$ cat config.mk
export PLATFORM = sky130hd
export DESIGN_NAME = drt_front
export DESIGN_NICKNAME = d
export VERILOG_FILES = /design/src/drt_pkg.sv /design/src/drt_front.sv
export SDC_FILE = /design/constraint.sdc
export NUM_CORES = 1
export LEC_CHECK = 0
export ABC_AREA = 1
export BUFFER_PORTS_ARGS = -buffer_cell sky130_fd_sc_hd__buf_4
export CAP_MARGIN = 20
export CORE_MARGIN = 2
export CORE_UTILIZATION = 43
export DETAILED_ROUTE_END_ITERATION = 7
export GPL_TIMING_DRIVEN = 0
export HOLD_SLACK_MARGIN = 0.02
export PLACE_DENSITY_LB_ADDON = 0.2
export SLEW_MARGIN = 20
export SYNTH_ARGS = -nofsm -noshare
export SYNTH_HDL_FRONTEND = slang
export SYNTH_SLANG_ARGS = --single-unit
$ cat constraint.sdc
create_clock -name clk_i -period 1.75 [get_ports clk_i]
set_input_delay 0.35 -clock clk_i [delete_from_list [all_inputs] [get_ports clk_i]]
set_output_delay 0.35 -clock clk_i [all_outputs]
set_load 0.03 [all_outputs]
$ cat src/drt_pkg.sv
package drt_pkg;

  // largest frame the store holds
  localparam int unsigned MaxWidth  = 512;
  localparam int unsigned MaxHeight = 512;

  localparam int unsigned ColW  = $clog2(MaxWidth);
  localparam int unsigned RowW  = $clog2(MaxHeight);
  localparam int unsigned AddrW = RowW + ColW;

  // fixed field widths
  localparam int unsigned PixelW = 16;
  localparam int unsigned CfgW   = 10;
  localparam int unsigned BoxW   = 9;
  localparam int unsigned IdxW   = 2;
  localparam int unsigned OutW   = 1 + 4 * BoxW;
  localparam int unsigned OutBytesW = ((OutW + 7) / 8) * 8;

  localparam int unsigned QueueDepth = 4;
  localparam int unsigned QPtrW      = $clog2(QueueDepth);

  // register indexes
  localparam logic [IdxW-1:0] RegFrameWidth  = IdxW'(0);
  localparam logic [IdxW-1:0] RegFrameHeight = IdxW'(1);

  localparam logic [CfgW-1:0] ResetWidth  = CfgW'(480);
  localparam logic [CfgW-1:0] ResetHeight = CfgW'(320);

  // last column and row in use, already clamped
  typedef struct packed {
    logic [ColW-1:0] last_col;
    logic [RowW-1:0] last_row;
  } size_cfg_t;

  // one classified pixel on its way to the back end
  typedef struct packed {
    logic [PixelW-1:0] pixel;
    logic [ColW-1:0]   col;
    logic [RowW-1:0]   row;
    logic              frame_end;
  } entry_t;

  // register value to last index in use: zero acts as one, large values clamp
  function automatic logic [ColW-1:0] last_col_of(logic [CfgW-1:0] v);
    logic [CfgW+ColW:0] ext;
    ext = (CfgW + ColW + 1)'(v);
    if (v == '0) begin
      return '0;
    end else if (ext > (CfgW + ColW + 1)'(MaxWidth)) begin
      return ColW'(MaxWidth - 1);
    end else begin
      return ColW'(ext - 1'b1);
    end
  endfunction

  function automatic logic [RowW-1:0] last_row_of(logic [CfgW-1:0] v);
    logic [CfgW+RowW:0] ext;
    ext = (CfgW + RowW + 1)'(v);
    if (v == '0) begin
      return '0;
    end else if (ext > (CfgW + RowW + 1)'(MaxHeight)) begin
      return RowW'(MaxHeight - 1);
    end else begin
      return RowW'(ext - 1'b1);
    end
  endfunction

endpackage

$ cat src/drt_front.sv
module drt_front import drt_pkg::*; (
  input  logic              clk_i,
  input  logic              rst_ni,
  input  size_cfg_t         size_i,
  input  logic              clearing_i,
  input  logic              s_valid_i,
  output logic              s_ready_o,
  input  logic [PixelW-1:0] pixel_i,
  input  logic              q_full_i,
  output logic              q_push_o,
  output entry_t            q_entry_o
);

  logic [ColW-1:0] col_q, col_d;
  logic [RowW-1:0] row_q, row_d;
  logic            row_end, frame_end;

  assign s_ready_o = !q_full_i && !clearing_i;
  assign q_push_o  = s_valid_i && s_ready_o;

  assign row_end   = (col_q >= size_i.last_col);
  assign frame_end = row_end && (row_q >= size_i.last_row);

  always_comb begin
    col_d = col_q;
    row_d = row_q;
    if (q_push_o) begin
      if (!row_end) begin
        col_d = col_q + 1'b1;
      end else begin
        col_d = '0;
        row_d = frame_end ? '0 : row_q + 1'b1;
      end
    end
  end

  always_comb begin
    q_entry_o.pixel     = pixel_i;
    q_entry_o.col       = col_q;
    q_entry_o.row       = row_q;
    q_entry_o.frame_end = frame_end;
  end

  always_ff @(posedge clk_i or negedge rst_ni) begin
    if (!rst_ni) begin
      col_q <= '0;
      row_q <= '0;
    end else begin
      col_q <= col_d;
      row_q <= row_d;
    end
  end

endmodule

==> metrics.md <==
| Metric | Value |
|---|---|
| Status | complete, but fails checks |
| Violated checks | negative setup slack |
| Vias | 1785 |
| Clock root cell | clkbuf_8 |
| Multi-input logic area | 1070 µm² |
| Final number of setup-violating endpoints | 1 |
| Worst-path clk slew | 0.07 ns |
| Clk_skew | 0.00437 ns |
| Hold/Removal Path Class | in -> reg |
| Fillers | 332 |
| Synth-to-Final Area Change | 50.1% |
| Placer congestion estimate | 0.756 |
| Seq/Total Area, Yosys | 0.264 |
| WHS | 0.437 ns |
| Final Non-Filler Cells | 376 |
| Synthesized net count | 307 |
| Max_slew headroom | 0.823 |
| Crit path required time | 1.40 ns |
| Crit Path Class | reg -> out |
| Pleak | 1.46 nW |
| Die area | 4490 µm² |
| Async set or reset register ratio after synthesis | 1.00 |
| Flops & latches, synth | 18 |
| Worst-case clock buffer depth | 2 |
| FF-to-FF Start | col_q[4] |
| Vias in the first global route | 1582 |
| Nets | 388 |
| Die X | 67.0 µm |
| Max VDD drop | 0.687 mV |
| Most frequent cell after synthesis | nand2_1 |
| Vias per Instance | 4.75 |
| PwrDens | 877 nW/µm² |
| Worst path cell trace | ha_4, nand2_1, nor2_1, nand2_1, nand3_2, nand2_1, nand2_2, inv_2, nor2_2, buf_6 |
| Post-placement cell count | 355 |
| Crit path launch | col_q[4] |
| Period minus WS final | 2.02 ns |
| Synthesized instance count | 248 |
| Area contributors post-synth | dfrtp_1 26%, nand2_1 16%, ha_1 15% |
| Yosys top cell by area | dfrtp_1 |
| Global-route wire length before repair | 6970 µm |
| CP endpoint kind | output pin |
| Fraction of layout cells with a size suffix above 1 | 0.430 |
| Post-synth top cells | 74 x nand2_1, 44 x inv_1, 21 x nor2_1 |
| Final Hold Fails | 0 |
| CP dominant cell by count | nand2_1 |
| Mapped Avg Cell Area | 6.89 µm² |
| CTS Buf Count | 3 |
| Maximum fanout along the worst path | 2 |
| Initial Util | 0.456 |
| Global Route Usage Sum | 0.203 |
| Setup WS post-layout | -0.269 ns |
| Top cell type's share of synthesized area | 0.264 |
| Total Wirelength | 4320 µm |
| Largest net degree at the start of global routing | 19 |
| Synthesis Warnings | 0 |
| Pre-antenna DRT Iters | 4 |
| Worst-margin pin slew | 0.264 ns |
| Core Region | 3740 µm² |
| Post-synth EDFFs | 0 |
| CP max stage delay | 0.43 ns |
| Number of clock sinks | 18 |
| Hpwl dp | 3040 µm |
| Io pins | 76 |
| Initial antenna violation count | 0 |
| Total congestion overflow | 0 |
| Iter 0 DRT Violations | 37 |
| Top_reg_cell synth | dfrtp_1 |
| Fmax | 0.495 GHz |
| Clock Latency Late Sink | 0.26 ns |
| Critical Path Start Type | register |
| TritonCTS clock tree | yes |
| Die height | 67.0 µm |
| DRC Markers | 0 |
| Synth unique cells | 24 |
| Slew Viols, Final | 0 |
| Input/output buffers | 59 |
| Detail Route Antenna Nets | 0 |
| Ant. Diodes | 0 |
| Crit path max-delay cell type | dfrtp_2 |
| Mapped cell area | 1710 µm² |
| H-Tree Depth | 1 |
| Worst path arrival time | 1.67 ns |
| Reg area | 468 µm² |
| Final core utilization | 0.685 |
| WL/cell | 11.5 µm |
| Num rows | 22 |
| Worst Hold Launch | s_valid_i |
| Fin crit share | 1.15 |
| RSZ-0062 raised after global routing | yes |
| Max-Cap Viols | 0 |
==> power breakdown <==
| group | leakage, nW | internal, mW | switching (mW) |
|---|---|---|---|
| clock | 0.0288 | 0.200 | 0.152 |
| combinational | 1.21 | 0.549 | 0.715 |
| sequential | 0.219 | 0.523 | 0.108 |
==> metal layers <==
layer	wire length [µm]	share of wire	track usage	vias to the layer above
met2	2050	0.47	0.354	66
met3	318	0.074	0.0253	7
met5	0	0	0	-
met1	1890	0.44	0.254	797
met4	63	0.015	0.0714	0
li1	-	-	-	915
==> registers in the layout (all words and copies together) (netlist names) <==
name   cells
row_q      9
col_q      9
==> layout make-up <==
type / count / share of cell area
Tap cell: 48 / 0.0234
Buffer: 20 / 0.0595
Multi-Input combinational cell: 164 / 0.418
Clock buffer: 4 / 0.0215
Inverter: 45 / 0.0678
Timing Repair Buffer: 77 / 0.227
Sequential cell: 18 / 0.183
==> repair_timing <==
action | CTS | global route
cloned | 0 | 1
setup endpoints to repair | 1 | 16
resized for setup | 11 | 5
buffers inserted | 15 | 1
hold endpoints to repair | 18 | 0
hold buffers | 1 | 0
pin swaps | 8 | 4
==> worst max-delay path, delay by kind of cell (launching register included) <==
| kind | cells | cell delay [ns] |
|---|---|---|
| DFF | 1 | 0.43 |
| and+or+nand+nor | 7 | 0.52 |
| adders and majority gates | 1 | 0.27 |
| buffers and inverters | 2 | 0.19 |
==> final timing paths <==
| check | to | slack, ns | cells after the start |
|---|---|---|---|
| worst max-delay path | q_entry_o[0] | -0.27 | 10 |
| worst min-delay path | col_q[6] | 0.44 | 4 |
| worst max register to register | row_q[2] | 0.03 | 12 |
| worst min register to register | col_q[6] | 0.57 | 2 |
| max in group asynchronous | col_q[4] | 0.98 | 2 |
| min in group asynchronous | row_q[1] | 0.55 | 2 |
==> per-stage QoR <==
step	TNS, ns	total power, mW	cell area (µm²)	setup WS (ns)
5_1_grt	-0.892	2.42	2560	-0.369
3_5_place_dp	-0.333	1.68	2310	-0.333
6_report	-0.269	2.25	2560	-0.269
2_1_floorplan	-0.0775	1.31	1810	-0.0775
3_3_place_gp	-0.348	1.65	2310	-0.348
4_1_cts	-0.279	2.22	2530	-0.279
==> layout by cell type (no fill, tap or decap), types with 2 or more instances in the layout <==
cell type and count:
nor2_4 2, dfrtp_2 14, buf_6 3, nor2_1 19, o21ai_0 2, buf_4 90, buf_2 3, nand2_1 72
nand3_2 2, nor2_2 3, nand3_1 11, nand4_1 9, ha_1 11, a21oi_1 4, ha_4 9, nor3_1 2
inv_2 3, inv_1 41, dfrtp_1 4, nand2_2 3, clkbuf_8 4, xor2_1 6, a21oi_2 2
==> cells by family after synthesis <==
group                    synth area share
AND/OR/NAND/NOR                     0.325
adder cells (fa/ha/maj)             0.147
buffers and inverters               0.193
XOR/XNOR                           0.0359
flip-flops                          0.264
AO/OA/AOI/OAI                      0.0359
No activity file was read; power rests on OpenSTA's default activity.
