`src/drt_pkg.sv`:
```
package drt_pkg;

  // largest frame the store holds
  localparam int unsigned MaxWidth  = 512;
  localparam int unsigned MaxHeight = 512;

  localparam int unsigned ColW  = $clog2(MaxWidth);
  localparam int unsigned RowW  = $clog2(MaxHeight);
  localparam int unsigned AddrW = RowW + ColW;

  // fixed field widths
  localparam int unsigned PixelW = 16;
  localparam int unsigned CfgW   = 10;
  localparam int unsigned BoxW   = 9;
  localparam int unsigned IdxW   = 2;
  localparam int unsigned OutW   = 1 + 4 * BoxW;
  localparam int unsigned OutBytesW = ((OutW + 7) / 8) * 8;

  localparam int unsigned QueueDepth = 4;
  localparam int unsigned QPtrW      = $clog2(QueueDepth);

  // register indexes
  localparam logic [IdxW-1:0] RegFrameWidth  = IdxW'(0);
  localparam logic [IdxW-1:0] RegFrameHeight = IdxW'(1);

  localparam logic [CfgW-1:0] ResetWidth  = CfgW'(480);
  localparam logic [CfgW-1:0] ResetHeight = CfgW'(320);

  // last column and row in use, already clamped
  typedef struct packed {
    logic [ColW-1:0] last_col;
    logic [RowW-1:0] last_row;
  } size_cfg_t;

  // one classified pixel on its way to the back end
  typedef struct packed {
    logic [PixelW-1:0] pixel;
    logic [ColW-1:0]   col;
    logic [RowW-1:0]   row;
    logic              frame_end;
  } entry_t;

  // register value to last index in use: zero acts as one, large values clamp
  function automatic logic [ColW-1:0] last_col_of(logic [CfgW-1:0] v);
    logic [CfgW+ColW:0] ext;
    ext = (CfgW + ColW + 1)'(v);
    if (v == '0) begin
      return '0;
    end else if (ext > (CfgW + ColW + 1)'(MaxWidth)) begin
      return ColW'(MaxWidth - 1);
    end else begin
      return ColW'(ext - 1'b1);
    end
  endfunction

  function automatic logic [RowW-1:0] last_row_of(logic [CfgW-1:0] v);
    logic [CfgW+RowW:0] ext;
    ext = (CfgW + RowW + 1)'(v);
    if (v == '0) begin
      return '0;
    end else if (ext > (CfgW + RowW + 1)'(MaxHeight)) begin
      return RowW'(MaxHeight - 1);
    end else begin
      return RowW'(ext - 1'b1);
    end
  endfunction

endpackage

```
`src/drt_fifo.sv`:
```
module drt_fifo import drt_pkg::*; (
  input  logic   clk_i,
  input  logic   rst_ni,
  input  logic   push_i,
  input  entry_t data_i,
  output logic   full_o,
  input  logic   pop_i,
  output logic   empty_o,
  output entry_t data_o
);

  entry_t             mem_q [QueueDepth];
  logic [QPtrW-1:0]   wptr_q, rptr_q;
  logic [QPtrW:0]     count_q, count_d;

  assign full_o  = (count_q == (QPtrW + 1)'(QueueDepth));
  assign empty_o = (count_q == '0);
  assign data_o  = mem_q[rptr_q];

  always_comb begin
    count_d = count_q;
    if (push_i && !pop_i) begin
      count_d = count_q + 1'b1;
    end else if (pop_i && !push_i) begin
      count_d = count_q - 1'b1;
    end
  end

  always_ff @(posedge clk_i) begin
    if (push_i) begin
      mem_q[wptr_q] <= data_i;
    end
  end

  always_ff @(posedge clk_i or negedge rst_ni) begin
    if (!rst_ni) begin
      wptr_q  <= '0;
      rptr_q  <= '0;
      count_q <= '0;
    end else begin
      if (push_i) begin
        wptr_q <= (wptr_q == QPtrW'(QueueDepth - 1)) ? '0 : wptr_q + 1'b1;
      end
      if (pop_i) begin
        rptr_q <= (rptr_q == QPtrW'(QueueDepth - 1)) ? '0 : rptr_q + 1'b1;
      end
      count_q <= count_d;
    end
  end

endmodule

```
`config.mk`:
```
export PLATFORM = sky130hd
export DESIGN_NAME = drt_fifo
export DESIGN_NICKNAME = d
export VERILOG_FILES = /design/src/drt_pkg.sv /design/src/drt_fifo.sv
export SDC_FILE = /design/constraint.sdc
export NUM_CORES = 1
export LEC_CHECK = 0
export ABC_AREA = 1
export BUFFER_PORTS_ARGS = -buffer_cell sky130_fd_sc_hd__buf_4
export CORE_ASPECT_RATIO = 0.6
export CORE_MARGIN = 3
export CORE_UTILIZATION = 55
export DETAILED_ROUTE_END_ITERATION = 7
export GPL_ROUTABILITY_DRIVEN = 1
export HOLD_SLACK_MARGIN = 0.12
export PLACE_DENSITY = 0.76
export SYNTH_ARGS = -nofsm -noshare
export SYNTH_HDL_FRONTEND = slang
export SYNTH_SLANG_ARGS = --single-unit
```
`constraint.sdc`:
```
create_clock -name clk_i -period 2.2 [get_ports clk_i]
set_input_delay 0.33 -clock clk_i [delete_from_list [all_inputs] [get_ports clk_i]]
set_output_delay 0.33 -clock clk_i [all_outputs]
set_load 0.01 [all_outputs]
```
==> metrics <==
fraction of final layout cells with drive strength greater than 1 0.256; cell at the root of the clock tree sky130_fd_sc_hd__clkbuf_16; placeable core region 10300 um^2; row cnt 28; CP Max Fanout 57; total global routing track utilization 0.211; final total negative setup slack 0 ps; count of pins on the block boundary 76; max-slew headroom at the worst pin 0.662; number of nets with antenna violations after detailed routing 0; area fraction of the dominant cell type after synthesis 0.694; family with the most delay on the worst path buffers and inverters; Net Count, Synth around 500; post-route fraction of the period consumed by the critical path 0.945; synthesized area 6060 um^2; total of endpoints with negative setup slack in the final report 0; shortest clock period the worst path allows after layout approximately 2100 ps; result of the run finished, final reports clean; CP dominant cell by count sky130_fd_sc_hd__nand2_1; post-synthesis sequential element count ~150; clock transition at the registers of the reported paths 60 ps; register area share after synthesis 0.723; total die area between 10000 and 15000 um^2; synthesized instance count 460; ordered list of cells on the worst path clkinv_4 -> buf_16 -> nand2_1 -> o211ai_2 -> nand2_1 -> buf_4; clock buffer count from CTS 17; number of vias after detailed routing approximately 3800; Max Root-Sink Buffers 2; estimated wirelength of the detail-placed design around 7200 um; clock latency reported for the late side of the worst-skew pair roughly 420 ps; pin count of the biggest net entering global routing 58; Slowest-stage cell, CP sky130_fd_sc_hd__dfrtp_2; syn_area_per_cell 13.2 um^2; final weighted congestion in routability-driven placement around 0.74; highest achievable clock rate between 400 and 500 MHz; layout filler cell count 646; TritonCTS clock tree yes; critical path buffer and inverter count 3; pwr dens about 1300 nW/um^2; setup repair after global routing missed its margin no; post-DR wirelength/cell between 15 and 20 um; post-route DRC violation count 0; first-pass GRT wire length between 15000 and 20000 um; Diodes inserted 0; Routed Wire Length 12400 um; number of iterations in the first detailed-routing pass 5; Tightest Pin Transition roughly 510 ps; worst stage delay on the critical path 460 ps; kind of launch point of the worst setup path flip-flop; antenna violations before repair 0; Hold Crit Class primary input to flip-flop; net count reported at finish between 600 and 700; final hold vios 0; clock net sink count 147; dominant cell type by area after synthesis sky130_fd_sc_hd__edfxtp_1; max-capacitance violation count 0; PortBufs between 70 and 80; arrival time at the worst endpoint 1750 ps; data required time at the worst endpoint between 1500 and 2000 ps; number of vias per cell 5.25; htree depth 4; leakage power summed over all cells roughly 3.2 nW; layout-stage area growth over the synthesis result 27.8%; synth warn 0; Pwr Total ~10 mW; category of the most critical setup path flip-flop to output port; Die Height between 80 and 90 um; die extent in x between 100 and 150 um; skew final about 11 ps; final number of max-transition violations 0; count of unique library cells instantiated by Yosys 22; total overflow reported by the global router 0; maximum resistive drop on vdd between 600 and 700 uV; CP Capture Type output port; vias in the first global route ~3900; number of buffers added for setup after CTS 0; initial core utilization 0.588; number of DRC markers after the initial detailed-route iteration 181; largest cells by area after synthesis sky130_fd_sc_hd__edfxtp_1, sky130_fd_sc_hd__nand2_1, sky130_fd_sc_hd__o211ai_1
[state kept, by name, indices dropped and copies added, names as in the netlist]
signal,cells
wptr_q,2
count_q,3
mem_q,140
rptr_q,2
[layout make-up]
type                       count  area (um^2)  area share
sequential                   147         4380       0.566
multi-input combinational    208         1190       0.154
clock inverter                13          190      0.0246
tap                          135          169      0.0218
timing repair buffer         123         1060       0.136
timing repair inverter         1         5.00    0.000646
inverter                      83          319      0.0412
clock buffer                  18          429      0.0554
[worst reg2reg max path: cells and delay by family (launching register included)]
kind | cells | cell delay [ps]
buf+inv | 3 | 800
simple gates | 1 | 70
flops | 1 | 400
fa+ha+maj | 1 | 200
[kinds of logic (layout without fill, tap and decap cells)]
family	Yosys count	count (layout)	share of synthesized area
buffers and inverters	105	238	0.0803
adder cells (fa/ha/maj)	7	7	0.0157
flip-flops	147	147	0.723
AO/OA/AOI/OAI	74	74	0.101
AND/OR/NAND/NOR	126	126	0.0791
XOR/XNOR	1	1	0.00145
[per-layer routing]
| layer | vias to the layer above | GRT usage | part of all wire |
|---|---|---|---|
| met2 | 114 | 0.376 | 0.52 |
| met5 | - | 0 | 0 |
| li1 | 1840 | - | - |
| met1 | 1860 | 0.256 | 0.41 |
| met4 | 0 | 0.0732 | 0.0079 |
| met3 | 9 | 0.0510 | 0.059 |
[where the power goes]
group          leakage (nW)  switching, mW  total [mW]  internal [mW]
logic                  1.52           1.93        3.24           1.32
clock network         0.296           1.03        3.02           1.98
registers              1.37          0.189        3.79           3.60
[synth_stat cells, drive strengths merged]
cell / n
o211ai: 70
xnor2: 1
inv: 82
nor2: 2
o21ai: 4
nor3: 2
edfxtp: 140
clkinv: 1
nand4: 1
nand3: 1
dfrtp: 7
fa: 1
buf: 21
nand2: 120
ha: 6
clkbuf: 1
[through the flow]
step | setup WS, ps | utilization | area [um^2] | instances | hold slack [ps]
global route | 2.65 | 0.752 | 7740 | 728 | 124
finish | 121 | 0.752 | 7740 | 728 | 133
global placement | 491 | 0.656 | 6760 | 661 | 146
floorplan | 459 | - | 6060 | 460 | 34.4
CTS | 29.5 | 0.750 | 7730 | 727 | 122
detailed placement | 442 | 0.656 | 6760 | 661 | 146
[path summary, 6_finish.rpt]
check                                        from                      to  slack [ps]  cells after the start
setup reg to reg            wptr_q[0]$_DFFE_PN0P_  mem_q[2][19]$_DFFE_PP_         480                      5
hold / removal                         data_i[26]  mem_q[0][26]$_DFFE_PP_         130                      1
max in group asynchronous                  rst_ni   rptr_q[1]$_DFFE_PN0P_        1820                      2
min in group asynchronous                  rst_ni   wptr_q[1]$_DFFE_PN0P_         250                      2
hold reg to reg            count_q[2]$_DFFE_PN0P_  count_q[2]$_DFFE_PN0P_         510                      2
setup / recovery            rptr_q[0]$_DFFE_PN0P_               data_o[6]         120                      6
[repair_timing]
action / 4_1_cts / 5_1_grt
gates resized for setup: 1 / 3
endpoints found under the setup margin: 4 / 18
cloned: 0 / 1
endpoints found under the hold margin: 140 / 0
pin swaps: 0 / 0
hold buffers: 35 / 0
[layout by cell type, fill, tap and decap left out, drive strengths merged]
cell / instances
nand4: 1
bufinv: 5
clkinv: 13
inv: 77
xnor2: 1
nand2: 120
clkbuf: 18
nor3: 2
buf: 88
o21ai: 4
dfrtp: 7
o211ai: 70
ha: 6
nand3: 1
edfxtp: 140
fa: 1
dlygate4sd3: 35
clkinvlp: 2
nor2: 2
Power figures use the tool's default switching activity.
